File: src/sv/sbas_pkg.sv
// ============================================================================
// sbas_pkg: shared types and constants of the striped block address splitter
// Widths of the stream fields, operation and status codes, the controller
// state type and the command and status bundles between the controller
// and the datapath.
// ============================================================================
package sbas_pkg;

    // Field widths.
    localparam int OFS_W      = 48;                 // logical offsets
    localparam int DISP_W     = OFS_W + 1;          // signed offset or displacement
    localparam int LEN_W      = 32;                 // request length
    localparam int PHYS_W     = 58;                 // physical offset
    localparam int SLEN_W     = 31;                 // segment length
    localparam int WITHIN_W   = 30;                 // offset inside a block
    localparam int BSL_W      = 5;
    localparam int CC_W       = 11;
    localparam int CI_W       = 10;
    localparam int OP_W       = 3;
    localparam int STAT_W     = 2;

    // Block size limits and derived block number widths.
    localparam logic [BSL_W-1:0] BSL_MIN = BSL_W'(9);
    localparam logic [BSL_W-1:0] BSL_MAX = BSL_W'(30);
    localparam logic [CC_W-1:0]  CC_MAX  = CC_W'(1024);
    localparam int BLK_W      = OFS_W - 9;          // logical block number
    localparam int PBLK_W     = BLK_W + CC_W + 1;   // physical block number

    // Largest number of segments one transfer may span.
    localparam int MAX_SEGMENTS = 64;

    // Stream and configuration port widths.
    localparam int S_TDATA_W  = 88;
    localparam int S_TUSER_W  = 4;
    localparam int M_TDATA_W  = 192;
    localparam int M_TUSER_W  = 3;
    localparam int CFG_IDX_W  = 2;
    localparam int CFG_DATA_W = 11;

    // Configuration register indexes.
    localparam logic [CFG_IDX_W-1:0] CFG_BLOCK_LOG2 = CFG_IDX_W'(0);
    localparam logic [CFG_IDX_W-1:0] CFG_CHAN_COUNT = CFG_IDX_W'(1);
    localparam logic [CFG_IDX_W-1:0] CFG_CHAN_INDEX = CFG_IDX_W'(2);

    // Request operations.
    typedef enum logic [OP_W-1:0] {
        OP_XFER_AT  = 3'd0,
        OP_XFER_POS = 3'd1,
        OP_SEEK_SET = 3'd2,
        OP_SEEK_CUR = 3'd3,
        OP_SEEK_END = 3'd4
    } op_t;

    // Result status codes.
    typedef enum logic [STAT_W-1:0] {
        STAT_OK    = 2'd0,
        STAT_RANGE = 2'd1,
        STAT_SPAN  = 2'd2
    } status_t;

    // Controller states.
    typedef enum logic [2:0] {
        S_IDLE,
        S_CHECK,
        S_SPAN,
        S_MAP,
        S_SEEK,
        S_SEG,
        S_ONE
    } state_t;

    // Effective (clamped) configuration.
    typedef struct packed {
        logic [BSL_W-1:0] block_log2;
        logic [CC_W-1:0]  chan_count;
        logic [CI_W-1:0]  chan_index;
    } cfg_t;

    // Commands from the controller to the datapath.
    typedef struct packed {
        logic accept;       // latch the input item
        logic check;        // range check and end offset
        logic span;         // block numbers and span check
        logic map;          // physical block and state commit
        logic seek;         // commit a seek target
        logic load_seg;     // load one segment into the output register
        logic load_one;     // load a single result into the output register
    } ctrl_cmd_t;

    // Status from the datapath to the controller.
    typedef struct packed {
        logic range_bad;
        logic span_bad;
        logic is_seek;
        logic seg_last;
        logic out_free;
    } ctrl_sts_t;

endpackage

File: src/sv/sbas_ctrl.sv
// ============================================================================
// sbas_ctrl: request sequencer
// Walks each request through check and span steps, then map and segment issue
// or seek and single result steps, and drives the datapath with one command bundle.
// ============================================================================
module sbas_ctrl (
    input  logic                  aclk,
    input  logic                  aresetn,
    input  logic                  s_tvalid,
    output logic                  s_tready,
    input  sbas_pkg::ctrl_sts_t   sts,
    output sbas_pkg::ctrl_cmd_t   cmd
);

    sbas_pkg::state_t state_reg;
    sbas_pkg::state_t state_next;

    // State register.
    always_ff @(posedge aclk) begin
        if (!aresetn) begin
            state_reg <= sbas_pkg::S_IDLE;
        end else begin
            state_reg <= state_next;
        end
    end

    // Next state.
    always_comb begin
        state_next = state_reg;
        case (state_reg)
            sbas_pkg::S_IDLE: begin
                if (s_tvalid) begin
                    state_next = sbas_pkg::S_CHECK;
                end
            end
            sbas_pkg::S_CHECK: begin
                state_next = sbas_pkg::S_SPAN;
            end
            sbas_pkg::S_SPAN: begin
                if (sts.range_bad) begin
                    state_next = sbas_pkg::S_ONE;
                end else if (sts.is_seek) begin
                    state_next = sbas_pkg::S_SEEK;
                end else begin
                    state_next = sbas_pkg::S_MAP;
                end
            end
            sbas_pkg::S_MAP: begin
                if (sts.span_bad) begin
                    state_next = sbas_pkg::S_ONE;
                end else begin
                    state_next = sbas_pkg::S_SEG;
                end
            end
            sbas_pkg::S_SEEK: begin
                state_next = sbas_pkg::S_ONE;
            end
            sbas_pkg::S_SEG: begin
                if (sts.out_free && sts.seg_last) begin
                    state_next = sbas_pkg::S_IDLE;
                end
            end
            sbas_pkg::S_ONE: begin
                if (sts.out_free) begin
                    state_next = sbas_pkg::S_IDLE;
                end
            end
            default: begin
                state_next = sbas_pkg::S_IDLE;
            end
        endcase
    end

    // Outputs.
    always_comb begin
        cmd      = '0;
        s_tready = 1'b0;
        case (state_reg)
            sbas_pkg::S_IDLE: begin
                s_tready   = 1'b1;
                cmd.accept = s_tvalid;
            end
            sbas_pkg::S_CHECK: begin
                cmd.check = 1'b1;
            end
            sbas_pkg::S_SPAN: begin
                cmd.span = !sts.range_bad && !sts.is_seek;
            end
            sbas_pkg::S_MAP: begin
                cmd.map = !sts.span_bad;
            end
            sbas_pkg::S_SEEK: begin
                cmd.seek = 1'b1;
            end
            sbas_pkg::S_SEG: begin
                cmd.load_seg = sts.out_free;
            end
            sbas_pkg::S_ONE: begin
                cmd.load_one = sts.out_free;
            end
            default: begin
                cmd = '0;
            end
        endcase
    end

endmodule

File: src/sv/sbas_dp.sv
// ============================================================================
// sbas_dp: address splitter datapath
// Holds the request, the kept position and extent, computes block numbers
// and the physical block, and issues segments into the output register.
// ============================================================================
module sbas_dp (
    input  logic                              aclk,
    input  logic                              aresetn,
    input  sbas_pkg::cfg_t                    cfg,
    input  sbas_pkg::ctrl_cmd_t               cmd,
    output sbas_pkg::ctrl_sts_t               sts,
    input  logic [sbas_pkg::S_TDATA_W-1:0]    s_tdata,
    input  logic [sbas_pkg::S_TUSER_W-1:0]    s_tuser,
    output logic                              m_tvalid,
    input  logic                              m_tready,
    output logic [sbas_pkg::M_TDATA_W-1:0]    m_tdata,
    output logic [sbas_pkg::M_TUSER_W-1:0]    m_tuser,
    output logic                              m_tlast
);

    localparam int OFS_W    = sbas_pkg::OFS_W;
    localparam int DISP_W   = sbas_pkg::DISP_W;
    localparam int LEN_W    = sbas_pkg::LEN_W;
    localparam int PHYS_W   = sbas_pkg::PHYS_W;
    localparam int SLEN_W   = sbas_pkg::SLEN_W;
    localparam int WITHIN_W = sbas_pkg::WITHIN_W;
    localparam int BLK_W    = sbas_pkg::BLK_W;
    localparam int PBLK_W   = sbas_pkg::PBLK_W;
    localparam int CC_W     = sbas_pkg::CC_W;

    // Request registers.
    logic [sbas_pkg::OP_W-1:0]  op_reg;
    logic                       wr_reg;
    logic [DISP_W-1:0]          disp_reg;
    logic [LEN_W-1:0]           len_reg;

    // Kept state.
    logic [OFS_W-1:0]           pos_reg;
    logic [OFS_W-1:0]           ext_reg;

    // Working registers.
    logic [OFS_W-1:0]           start_reg;
    logic [OFS_W-1:0]           end_reg;
    logic [OFS_W-1:0]           target_reg;
    logic                       is_seek_reg;
    sbas_pkg::status_t          status_reg;
    logic [BLK_W-1:0]           blk0_reg;
    logic [WITHIN_W-1:0]        within_reg;
    logic [LEN_W-1:0]           rem_reg;
    logic [PBLK_W-1:0]          pblk_reg;

    // Output register.
    logic                       m_valid_reg;
    logic [PHYS_W-1:0]          o_phys_reg;
    logic [SLEN_W-1:0]          o_len_reg;
    logic                       o_wr_reg;
    logic                       o_last_reg;
    sbas_pkg::status_t          o_status_reg;
    logic [OFS_W-1:0]           o_pos_reg;
    logic [OFS_W-1:0]           o_ext_reg;

    // Check step signals.
    logic [OFS_W-1:0]           chk_start;
    logic                       chk_bad;
    logic                       chk_seek;
    logic [OFS_W-1:0]           seek_base;
    logic [DISP_W:0]            seek_target;
    logic [DISP_W-1:0]          end_sum;

    // Span step signals.
    logic [OFS_W-1:0]           start_shr;
    logic [OFS_W-1:0]           end_m1;
    logic [OFS_W-1:0]           last_shr;
    logic [BLK_W-1:0]           blk_diff;
    logic                       span_over;
    logic [SLEN_W-1:0]          bsz;
    logic [SLEN_W-1:0]          bmask;

    // Map and segment signals.
    logic [BLK_W+CC_W-1:0]      prod;
    logic [SLEN_W-1:0]          take_cap;
    logic [SLEN_W-1:0]          take;
    logic [LEN_W-1:0]           rem_after;
    logic [PHYS_W-1:0]          pblk_shl;
    logic [PHYS_W-1:0]          seg_phys;

    // Range check of the transfer start, end and seek target.
    always_comb begin
        seek_base = '0;
        case (op_reg)
            sbas_pkg::OP_SEEK_CUR: seek_base = pos_reg;
            sbas_pkg::OP_SEEK_END: seek_base = ext_reg;
            default:               seek_base = '0;
        endcase
        seek_target = {2'b00, seek_base} + {disp_reg[DISP_W-1], disp_reg};

        chk_start = pos_reg;
        if (op_reg == sbas_pkg::OP_XFER_AT) begin
            chk_start = disp_reg[OFS_W-1:0];
        end
        end_sum = {1'b0, chk_start} + DISP_W'(len_reg);

        case (op_reg)
            sbas_pkg::OP_XFER_AT: begin
                chk_seek = 1'b0;
                chk_bad  = disp_reg[DISP_W-1] || end_sum[DISP_W-1];
            end
            sbas_pkg::OP_XFER_POS: begin
                chk_seek = 1'b0;
                chk_bad  = end_sum[DISP_W-1];
            end
            sbas_pkg::OP_SEEK_SET, sbas_pkg::OP_SEEK_CUR, sbas_pkg::OP_SEEK_END: begin
                chk_seek = 1'b1;
                chk_bad  = seek_target[DISP_W] || seek_target[DISP_W-1];
            end
            default: begin
                chk_seek = 1'b1;
                chk_bad  = 1'b1;
            end
        endcase
    end

    // Block numbers of the first and last byte, and the span limit.
    always_comb begin
        start_shr = start_reg >> cfg.block_log2;
        end_m1    = end_reg - OFS_W'(1);
        last_shr  = end_m1 >> cfg.block_log2;
        blk_diff  = last_shr[BLK_W-1:0] - start_shr[BLK_W-1:0];
        span_over = (len_reg != '0) && (blk_diff >= BLK_W'(sbas_pkg::MAX_SEGMENTS));
        bsz       = SLEN_W'(1) << cfg.block_log2;
        bmask     = bsz - SLEN_W'(1);
    end

    // Physical block of the first segment, and the current segment.
    always_comb begin
        prod      = {{CC_W{1'b0}}, blk0_reg} * {{BLK_W{1'b0}}, cfg.chan_count};
        take_cap  = bsz - SLEN_W'(within_reg);
        take      = take_cap;
        if (rem_reg < LEN_W'(take_cap)) begin
            take = rem_reg[SLEN_W-1:0];
        end
        rem_after = rem_reg - LEN_W'(take);
        pblk_shl  = {{(PHYS_W-PBLK_W){1'b0}}, pblk_reg} << cfg.block_log2;
        seg_phys  = pblk_shl + PHYS_W'(within_reg);
    end

    // Request latch.
    always_ff @(posedge aclk) begin
        if (cmd.accept) begin
            disp_reg <= s_tdata[DISP_W-1:0];
            len_reg  <= s_tdata[DISP_W+LEN_W-1:DISP_W];
            op_reg   <= s_tuser[sbas_pkg::OP_W-1:0];
            wr_reg   <= s_tuser[sbas_pkg::OP_W];
        end
    end

    // Working registers of the check, span, map and segment steps.
    always_ff @(posedge aclk) begin
        if (cmd.check) begin
            start_reg   <= chk_start;
            end_reg     <= end_sum[OFS_W-1:0];
            target_reg  <= seek_target[OFS_W-1:0];
            is_seek_reg <= chk_seek;
            status_reg  <= chk_bad ? sbas_pkg::STAT_RANGE : sbas_pkg::STAT_OK;
        end
        if (cmd.span) begin
            blk0_reg   <= start_shr[BLK_W-1:0];
            within_reg <= start_reg[WITHIN_W-1:0] & bmask[WITHIN_W-1:0];
            rem_reg    <= len_reg;
            if (span_over) begin
                status_reg <= sbas_pkg::STAT_SPAN;
            end
        end
        if (cmd.map) begin
            pblk_reg <= PBLK_W'(prod) + PBLK_W'(cfg.chan_index);
        end
        if (cmd.load_seg) begin
            pblk_reg   <= pblk_reg + PBLK_W'(cfg.chan_count);
            within_reg <= '0;
            rem_reg    <= rem_after;
        end
    end

    // Kept position and extent.
    always_ff @(posedge aclk) begin
        if (!aresetn) begin
            pos_reg <= '0;
            ext_reg <= '0;
        end else begin
            if (cmd.seek) begin
                pos_reg <= target_reg;
            end
            if (cmd.map) begin
                if (op_reg == sbas_pkg::OP_XFER_POS) begin
                    pos_reg <= end_reg;
                end
                if (ext_reg < end_reg) begin
                    ext_reg <= end_reg;
                end
            end
        end
    end

    // Output valid: set on a load, cleared when the result is taken.
    always_ff @(posedge aclk) begin
        if (!aresetn) begin
            m_valid_reg <= 1'b0;
        end else if (cmd.load_seg || cmd.load_one) begin
            m_valid_reg <= 1'b1;
        end else if (m_tready) begin
            m_valid_reg <= 1'b0;
        end
    end

    // Output payload.
    always_ff @(posedge aclk) begin
        if (cmd.load_seg) begin
            o_phys_reg   <= seg_phys;
            o_len_reg    <= take;
            o_wr_reg     <= wr_reg;
            o_last_reg   <= (rem_after == '0);
            o_status_reg <= sbas_pkg::STAT_OK;
            o_pos_reg    <= pos_reg;
            o_ext_reg    <= ext_reg;
        end else if (cmd.load_one) begin
            o_phys_reg   <= '0;
            o_len_reg    <= '0;
            o_wr_reg     <= wr_reg && !is_seek_reg;
            o_last_reg   <= 1'b1;
            o_status_reg <= status_reg;
            o_pos_reg    <= pos_reg;
            o_ext_reg    <= ext_reg;
        end
    end

    // Status to the controller.
    always_comb begin
        sts.range_bad = (status_reg == sbas_pkg::STAT_RANGE);
        sts.span_bad  = (status_reg == sbas_pkg::STAT_SPAN);
        sts.is_seek   = is_seek_reg;
        sts.seg_last  = (rem_after == '0);
        sts.out_free  = !m_valid_reg || m_tready;
    end

    // Result channel.
    assign m_tvalid = m_valid_reg;
    assign m_tlast  = o_last_reg;
    assign m_tuser  = {o_status_reg, o_wr_reg};
    assign m_tdata  = {{(sbas_pkg::M_TDATA_W - PHYS_W - SLEN_W - 2*OFS_W){1'b0}},
                       o_ext_reg, o_pos_reg, o_len_reg, o_phys_reg};

endmodule

File: src/sv/striped_block_address_splitter_top.sv
// ============================================================================
// striped_block_address_splitter_top: striped block address splitter
// Splits transfer requests into block-bounded segments and maps each onto
// this participant's slot of a round-robin striped store; handles seeks.
//
//   channel   direction  handshake           contents
//   s_        in         s_tvalid/s_tready   one request
//   m_        out        m_tvalid/m_tready   one segment or single result
//   cfg_      in         cfg_valid/cfg_ready one register write
//
// A request is taken while idle, then passes the check and span steps and,
// for a transfer, the map step; a transfer then issues one segment a cycle
// while the output register is free. A seek takes a seek step in place of
// the map step; a seek or a rejected request gives a single result.
// The segment rate is set by the single output register, and the physical
// block of the first segment by one multiplier stage.
// Reset is synchronous, active low; it clears position, extent, output valid
// and state, sets the config defaults. A stall on m_tready holds segment issue.
// ============================================================================
module striped_block_address_splitter_top (
    input  logic                                 aclk,
    input  logic                                 aresetn,
    // Request channel.
    input  logic                                 s_tvalid,
    output logic                                 s_tready,
    // tdata: offset_value[48:0], request_length[80:49], zero fill up to 87.
    input  logic [sbas_pkg::S_TDATA_W-1:0]       s_tdata,
    // tuser: operation[2:0], is_write[3].
    input  logic [sbas_pkg::S_TUSER_W-1:0]       s_tuser,
    // Result channel.
    output logic                                 m_tvalid,
    input  logic                                 m_tready,
    // tdata: physical_offset[57:0], segment_length[88:58], position_now[136:89],
    // size_now[184:137], zero fill up to 191.
    output logic [sbas_pkg::M_TDATA_W-1:0]       m_tdata,
    // tuser: segment_write[0], status[2:1].
    output logic [sbas_pkg::M_TUSER_W-1:0]       m_tuser,
    // tlast: last_segment.
    output logic                                 m_tlast,
    // Configuration write channel.
    input  logic                                 cfg_valid,
    output logic                                 cfg_ready,
    input  logic [sbas_pkg::CFG_IDX_W-1:0]       cfg_index,
    input  logic [sbas_pkg::CFG_DATA_W-1:0]      cfg_data
);

    logic [sbas_pkg::BSL_W-1:0] block_log2_reg;
    logic [sbas_pkg::CC_W-1:0]  chan_count_reg;
    logic [sbas_pkg::CI_W-1:0]  chan_index_reg;

    sbas_pkg::cfg_t      cfg_eff;
    sbas_pkg::ctrl_cmd_t cmd;
    sbas_pkg::ctrl_sts_t sts;

    assign cfg_ready = 1'b1;

    // Configuration registers.
    always_ff @(posedge aclk) begin
        if (!aresetn) begin
            block_log2_reg <= sbas_pkg::BSL_W'(23);
            chan_count_reg <= sbas_pkg::CC_W'(1);
            chan_index_reg <= '0;
        end else if (cfg_valid) begin
            case (cfg_index)
                sbas_pkg::CFG_BLOCK_LOG2: block_log2_reg <= cfg_data[sbas_pkg::BSL_W-1:0];
                sbas_pkg::CFG_CHAN_COUNT: chan_count_reg <= cfg_data[sbas_pkg::CC_W-1:0];
                sbas_pkg::CFG_CHAN_INDEX: chan_index_reg <= cfg_data[sbas_pkg::CI_W-1:0];
                default: begin
                end
            endcase
        end
    end

    // Clamp the registers to their usable ranges.
    always_comb begin
        cfg_eff.block_log2 = block_log2_reg;
        if (block_log2_reg < sbas_pkg::BSL_MIN) begin
            cfg_eff.block_log2 = sbas_pkg::BSL_MIN;
        end else if (block_log2_reg > sbas_pkg::BSL_MAX) begin
            cfg_eff.block_log2 = sbas_pkg::BSL_MAX;
        end

        cfg_eff.chan_count = chan_count_reg;
        if (chan_count_reg == '0) begin
            cfg_eff.chan_count = sbas_pkg::CC_W'(1);
        end else if (chan_count_reg > sbas_pkg::CC_MAX) begin
            cfg_eff.chan_count = sbas_pkg::CC_MAX;
        end

        cfg_eff.chan_index = chan_index_reg;
        if (sbas_pkg::CC_W'(chan_index_reg) >= cfg_eff.chan_count) begin
            cfg_eff.chan_index = sbas_pkg::CI_W'(cfg_eff.chan_count - sbas_pkg::CC_W'(1));
        end
    end

    sbas_ctrl u_ctrl (
        .aclk     (aclk),
        .aresetn  (aresetn),
        .s_tvalid (s_tvalid),
        .s_tready (s_tready),
        .sts      (sts),
        .cmd      (cmd)
    );

    sbas_dp u_dp (
        .aclk     (aclk),
        .aresetn  (aresetn),
        .cfg      (cfg_eff),
        .cmd      (cmd),
        .sts      (sts),
        .s_tdata  (s_tdata),
        .s_tuser  (s_tuser),
        .m_tvalid (m_tvalid),
        .m_tready (m_tready),
        .m_tdata  (m_tdata),
        .m_tuser  (m_tuser),
        .m_tlast  (m_tlast)
    );

endmodule

File: config.mk
export PLATFORM = sky130hd
export DESIGN_NAME = striped_block_address_splitter_top
export DESIGN_NICKNAME = d
export VERILOG_FILES = /design/src/sv/sbas_pkg.sv /design/src/sv/sbas_ctrl.sv /design/src/sv/sbas_dp.sv /design/src/sv/striped_block_address_splitter_top.sv
export SDC_FILE = /design/constraint.sdc
export NUM_CORES = 2
export LEC_CHECK = 0
export ABC_AREA = 1
export ABC_CLOCK_PERIOD_IN_PS = 12650
export BUFFER_PORTS_ARGS = -buffer_cell sky130_fd_sc_hd__buf_4
export CAP_MARGIN = 40
export CORE_MARGIN = 2
export CORE_UTILIZATION = 50
export DETAILED_ROUTE_END_ITERATION = 6
export PLACE_DENSITY = 0.79
export SETUP_SLACK_MARGIN = 0.4
export SYNTH_ARGS = -nofsm -noshare
export SYNTH_HDL_FRONTEND = slang
export SYNTH_SLANG_ARGS = --single-unit
File: constraint.sdc
create_clock -name aclk -period 12.65 [get_ports aclk]
set_clock_uncertainty 0.2 [all_clocks]
set_input_delay 1.265 -clock aclk [delete_from_list [all_inputs] [get_ports aclk]]
set_output_delay 1.265 -clock aclk [all_outputs]
set_load 0.02 [all_outputs]
# Word level (Yosys, flattened, before mapping)

Cells that the tools add are included.

Flip-flop bits (word level): 699
Bits of input ports: 110
Output and inout bits: 199
Word-level logic and storage cells: 147

Add/subtract/negate cells: 11
Multipliers: 1
$lt $le $gt $ge: 7
Equal/unequal tests: 17
Shift operators: 4
Multiplexer cells: 50
Bitwise logic cells: 1
Reduce and logical (&&, ||, !) cells: 29

Operators by type and width:

| operator                | number |
|---|---|
| $mux W48                | 8 |
| $mux W58                | 2 |
| $mux W51                | 2 |
| $pmux W48 S2            | 1 |
| $shr A48 B5 Y39         | 2 |
| $mux W31                | 3 |
| $mux W32                | 2 |
| $add A58 B30 Y58        | 1 |
| $shl A51 B5 Y58         | 1 |
| $add A50 B10 Y51        | 1 |
| $add A51 B11 Y51        | 1 |
| $add A49 B49 Y50        | 1 |
| $mul A39 B11 Y50        | 1 |
| $add A48 B32 Y49        | 1 |
| $lt A48 B48 Y1          | 1 |
| $sub A48 B1 Y48 const B | 1 |
| $ge A39 B7 Y1 const B   | 1 |
| $sub A39 B39 Y39        | 1 |
| $logic_not A32 Y1       | 1 |
| $lt A32 B31 Y1          | 1 |
| $reduce_bool A32 Y1     | 1 |
| $sub A32 B31 Y32        | 1 |
| $shl A1 B5 Y31 const A  | 1 |
| $sub A31 B30 Y31        | 1 |
| other kinds (33)        | 83 |

# Longest topological paths before layout

Depth in word-level cells: 12
Mapped depth: 63
Gate-level depth less buffers: 57

# Cells and area by module

Synthesis repeated with hierarchy kept, for this count alone.

Cells, all modules: 8400
Area total of the unflattened synthesis: 63900.0 µm²

Modules (own cells, without submodules):

| module                             | times used | cells an instance | area an instance (µm²) | sequential area each (µm²) |
|---|---|---|---|---|
| sbas_dp                            | 1          | 8096              | 61911.9                | 18808.0 |
| striped_block_address_splitter_top | 1          | 251               | 1674.1                 | 520.5 |
| sbas_ctrl                          | 1          | 53                | 314.1                  | 60.1 |

# Worst setup path before layout

OpenSTA, ideal clock, no wires.

Path type: reg-to-reg
From: reg u_ctrl.state_reg[0]
To: reg u_ctrl.state_reg[1]
Setup time: 0.112 ns
Data arrival time: 11.234 ns
Data required time: 12.338 ns
Setup slack: 1.104 ns
Cell stages (with the launch flop): 5
Path buffers: 0
Period minus slack after synthesis: 11.546 ns
Cells stage by stage: dfxtp_1 -> inv_1 -> nor3_1 -> a2111oi_0 -> a21boi_0

Cells in the longest elaborated chain, start to end: 3
Elaborated cells between the ends (all ways): 12
Those cells by class: 9 x eq/ne; 1 x mux; 2 x reduce/logical

RTL lines:

| element                                                | RTL line        | text |
|---|---|---|
| from (decl)                                            | sbas_ctrl.sv:15 | `sbas_pkg::state_t state_reg;` |
| from (signal assigned)                                 | sbas_ctrl.sv:21 | `state_reg <= sbas_pkg::S_IDLE;` |
| from (signal assigned)                                 | sbas_ctrl.sv:23 | `state_reg <= state_next;` |
| $eq A3 B3 Y1 or $logic_not A3 Y1 (tied branches)       | sbas_ctrl.sv:30 | `case (state_reg)` |
| $ne A2 B1 Y1 (no line) or $ne A2 B2 Y1 (tied branches) | --              |  |
| $reduce_and A3 Y1 (no line)                            | --              |  |

Several ways; a longest one is shown, not always the timed one.
A chain may end at the register's enable or synchronous reset.

# Worst setup path in the final report

From: reg chan_count_reg[10] in the netlist's numbering
To: reg u_dp.pblk_reg[46], data pin

Cells in the longest elaborated chain, start to end: 8
Elaborated cells between the ends (all ways): 12
Those cells by class: 3 x add/sub; 1 x mul; 2 x order compare; 5 x mux; 1 x reduce/logical

RTL lines:

| element                                                                  | RTL line                                 | text |
|---|---|---|
| from (decl)                                                              | striped_block_address_splitter_top.sv:48 | `logic [sbas_pkg::CC_W-1:0] chan_count_reg;` |
| from (signal assigned)                                                   | striped_block_address_splitter_top.sv:61 | `chan_count_reg <= sbas_pkg::CC_W'(1);` |
| from (signal assigned)                                                   | striped_block_address_splitter_top.sv:66 | `sbas_pkg::CFG_CHAN_COUNT: chan_count_reg <= cfg_data[sbas_pkg::CC_W-1:0];` |
| $gt A11 B11 Y1                                                           | striped_block_address_splitter_top.sv:86 | `end else if (chan_count_reg > sbas_pkg::CC_MAX) begin` |
| $mux W11                                                                 | striped_block_address_splitter_top.sv:86 |  |
| $mux W11 (*)                                                             | striped_block_address_splitter_top.sv:84 | `if (chan_count_reg == '0) begin` |
| parallel branches: the longest is 4 deep, another holds $add A50 B10 Y51 | --                                       |  |
| $mux W51 (*)                                                             | sbas_dp.sv:177                           | `if (cmd.load_seg) begin` |
| to (signal assigned)                                                     | sbas_dp.sv:175                           | `pblk_reg <= PBLK_W'(prod) + PBLK_W'(cfg.chan_index);` |
| to (signal assigned)                                                     | sbas_dp.sv:178                           | `pblk_reg <= pblk_reg + PBLK_W'(cfg.chan_count);` |
| to (decl)                                                                | sbas_dp.sv:50                            | `logic [PBLK_W-1:0] pblk_reg;` |

Every way passes the cells marked *. The select of a mux whose other input is x is not followed.

==> results.py <==
metrics = {
    "status": {
        "status": "finished, final reports clean",
    },
    "power": {
        "p_per_area_nw_per_um2": 208,
        "comb_power_share": 0.554,
        "p_sw_mw": 6.91,
        "pwr-share-seq": 0.268,
        "ir_drop_mv": 0.180,
        "intPower_mw": 7.22,
        "power.leakage_nw": 30.9,
        "switching_share": 0.489,
        "clockPowerShare": 0.179,
    },
    "setup_path": {
        "timing.rr.end": "u_dp.pblk_reg[46]$_DFFE_PP_",
        "worstPathMaxFanout": 42,
        "crit_path_frequent_cell": "nand2_1",
        "cp_slowest_cell": "fa_1",
        "crit_path_start_kind": "register",
        "reg2reg_slack_ps": 2080,
        "cp.arrival_ps": 10740,
        "r2r_cells": 47,
        "crit_type": "register to register",
        "crit_required_ps": 12830,
        "cpPeakStageDelay_ps": 540,
        "cp-end-kind": "register",
        "r2r_start": "chan_count_reg[10]$_SDFFE_PN0P_",
    },
    "floorplan": {
        "dieArea_sq_um": 125000,
        "ios": 309,
        "die_y_microns": 354,
        "die_w_microns": 354,
        "rows": 128,
        "design.core.area_sq_um": 122000,
        "start_util": 0.503,
    },
    "synth": {
        "yosysSeqAreaShare": 0.317,
        "netlist_instances": 7855,
        "yosysMostFrequentCell": "nand2_1",
        "ys.flop_type": "edfxtp_1",
        "netlist_area_sq_um": 61100,
        "synth_area_leaders": "edfxtp_1 (26%), fa_1 (11%), nand2_1 (11%)",
        "yosys_warnings": 0,
        "synth.avg_cell_area_sq_um": 7.78,
        "synth_seq_cells": 698,
        "synth_top_area_frac": 0.264,
        "synth_edf_count": 538,
        "synthTopCellsByCount": "nand2_1 (1717), inv_1 (1226), o21ai_0 (759), nor2_1 (614), edfxtp_1 (538)",
        "synthArstFlopShare": 0,
        "yosys.area.top_type": "edfxtp_1",
        "yosys.cell_types.count": 75,
    },
    "routing": {
        "drc": 0,
        "vias": 55600,
        "wl_per_cell_microns": 20.1,
        "drt_iter0_drc": 6029,
        "dr.pass1.iters": 7,
        "drt_wl_total_microns": 195000,
        "vias_per_cell": 5.72,
        "antenna_left": 0,
    },
    "timing": {
        "finalCritPeriodShare": 0.835,
        "relSlewSlack": 0.344,
        "timing_hold_violations_final": 0,
        "slew_viol_final": 0,
        "max_freq_mhz": 94.6,
        "fin_crit_ps": 10570,
        "finalSetupViolCount": 0,
        "tns_ps": 0,
        "worst_slew_pin_slew_ps": 973,
        "rsz0062_at_grt": "no",
    },
    "clock_network": {
        "cts_buffer_depth": 3,
        "ctsHoldBuffers": 0,
        "clock-root-buffer": "clkbuf_16",
        "cts_setup_buffers": 0,
        "clk_pin_slew_worst_paths_ps": 60,
        "ctsResizeCount": 0,
        "cts_made_buffers": 80,
        "clkLatencyLatePin_ps": 740,
        "cts_tree": "built",
        "cts-htree-levels": 3,
        "clock-sinks": 698,
    },
    "place": {
        "io_buffers": 293,
        "postPlaceCellArea_sq_um": 65000,
        "gp_congestion": 1.01,
        "dp_hpwl_microns": 152000,
    },
    "hold_path": {
        "holdPathStages": 0,
        "whs_endpoint": "u_dp.o_pos_reg[11]$_DFFE_PP_",
        "hold_class": "register to register",
        "min_from": "u_dp.pos_reg[11]$_SDFF_PN0_",
    },
    "global_route": {
        "grt_usage": 0.307,
        "first_global_vias": 54100,
        "antenna_found_initial": 2,
        "grt_max_degree": 150,
        "grt_pass1_wl_microns": 303000,
        "overflow": 0,
    },
    "layout": {
        "largest_reg_flops": 58,
        "multiInputGateArea_sq_um": 35900,
        "n_fill_cell": 11000,
        "final_nets": 8895,
        "fin_area_sq_um": 67800,
        "drive_above_1_share": 0.0852,
        "area_growth_pct": 10.9,
        "num_antenna_cells": 0,
        "regArea_sq_um": 19400,
    },
    "job": {
        "cap_violations": 0,
    },
}
## worst max-delay path by stage
stage | to | slack, ps | start | cells after the start
finish | u_dp.pblk_reg[46]$_DFFE_PP_ | 2080 | chan_count_reg[10]$_SDFFE_PN0P_ | 47
global placement | u_dp.pblk_reg[45]$_DFFE_PP_ | 2300 | chan_count_reg[10]$_SDFFE_PN0P_ | 52
CTS | u_dp.pblk_reg[45]$_DFFE_PP_ | 2240 | chan_count_reg[10]$_SDFFE_PN0P_ | 52
detailed placement | u_dp.pblk_reg[45]$_DFFE_PP_ | 2300 | chan_count_reg[10]$_SDFFE_PN0P_ | 52
floorplan | u_ctrl.state_reg[1]$_SDFFE_PN0P_ | 1100 | u_ctrl.state_reg[0]$_SDFFE_PN0P_ | 4
global route | u_dp.pblk_reg[46]$_DFFE_PP_ | 1180 | chan_count_reg[10]$_SDFFE_PN0P_ | 50
## final cells by class
| cell class | instances | share of cell area |
|---|---|---|
| Multi-Input combinational cell | 5612 | 0.530 |
| Sequential cell | 698 | 0.286 |
| Inverter | 1257 | 0.0697 |
| Timing Repair Buffer | 379 | 0.0431 |
| Clock buffer | 95 | 0.0305 |
| Tap cell | 1625 | 0.0300 |
| Clock inverter | 53 | 0.0111 |
## layer usage
metal	vias to the layer above	global-route usage	wire length (microns)
li1	26100	-	-
met1	26200	0.395	76900
met2	2638	0.498	89200
met3	568	0.0446	16000
met4	2	0.173	12900
met5	-	0	13
## power groups by stage
stage / registers (mW) / logic (mW) / clock network [mW]
after floorplan: 3.70 / 5.44 / 0
after global placement: 3.79 / 7.42 / 0
after detailed placement: 3.79 / 7.63 / 0
after CTS: 3.75 / 7.68 / 2.55
after global routing: 3.80 / 8.69 / 2.63
final: 3.78 / 7.82 / 2.52
## cells by family (layout without fill, tap and decap cells)
| logic type | after synthesis | after routing | synth area share |
|---|---|---|---|
| xor gates and xnor gates | 234 | 234 | 0.0335 |
| adders and majority gates | 757 | 757 | 0.198 |
| muxes | 29 | 29 | 0.00475 |
| and+or+nand+nor | 2851 | 2851 | 0.195 |
| DFF | 698 | 698 | 0.317 |
| other | 2 | 29 | 0.000123 |
| buffers and inverters | 1572 | 1784 | 0.0987 |
| AOI/OAI and AO/OA | 1712 | 1712 | 0.154 |
## critical path: cells and delay by family, from the launching register on
family                   cells  cell delay, ps
AND/OR/NAND/NOR             11            1290
buffers and inverters       11            2250
XOR/XNOR                     1             230
flip-flops                   1             300
adder cells (fa/ha/maj)      6            2640
AO/OA/AOI/OAI               18            3320
## through the flow
| step | total power [mW] | setup slack, ps | util | hold WS [ps] | cells |
|---|---|---|---|---|---|
| 2_1_floorplan | 9.14 | 1100 | - | 208 | 7882 |
| 3_3_place_gp | 11.2 | 2300 | 0.532 | 215 | 9540 |
| 3_5_place_dp | 11.4 | 2300 | 0.534 | 218 | 9570 |
| 4_1_cts | 14.0 | 2240 | 0.558 | 196 | 9718 |
| 5_1_grt | 15.1 | 1180 | 0.558 | 232 | 9719 |
| 6_report | 14.1 | 2080 | 0.558 | 192 | 9719 |
## layout by cell type, fill, tap and decap left out, types with 32 or more instances in the layout
cell,instances
nor4_1,38
clkbuf_16,80
inv_1,1220
fa_1,349
dfxtp_1,159
edfxtp_1,538
xor2_1,167
nand4_1,66
a21oi_1,518
nand3_2,32
nand3_1,192
nor2_1,607
o21ai_1,78
nand2_1,1714
xnor2_1,67
buf_4,353
o21ai_0,759
nor3_1,70
a31oi_1,56
ha_1,408
o211ai_1,38
o22ai_1,83
Power figures use the tool's default switching activity.
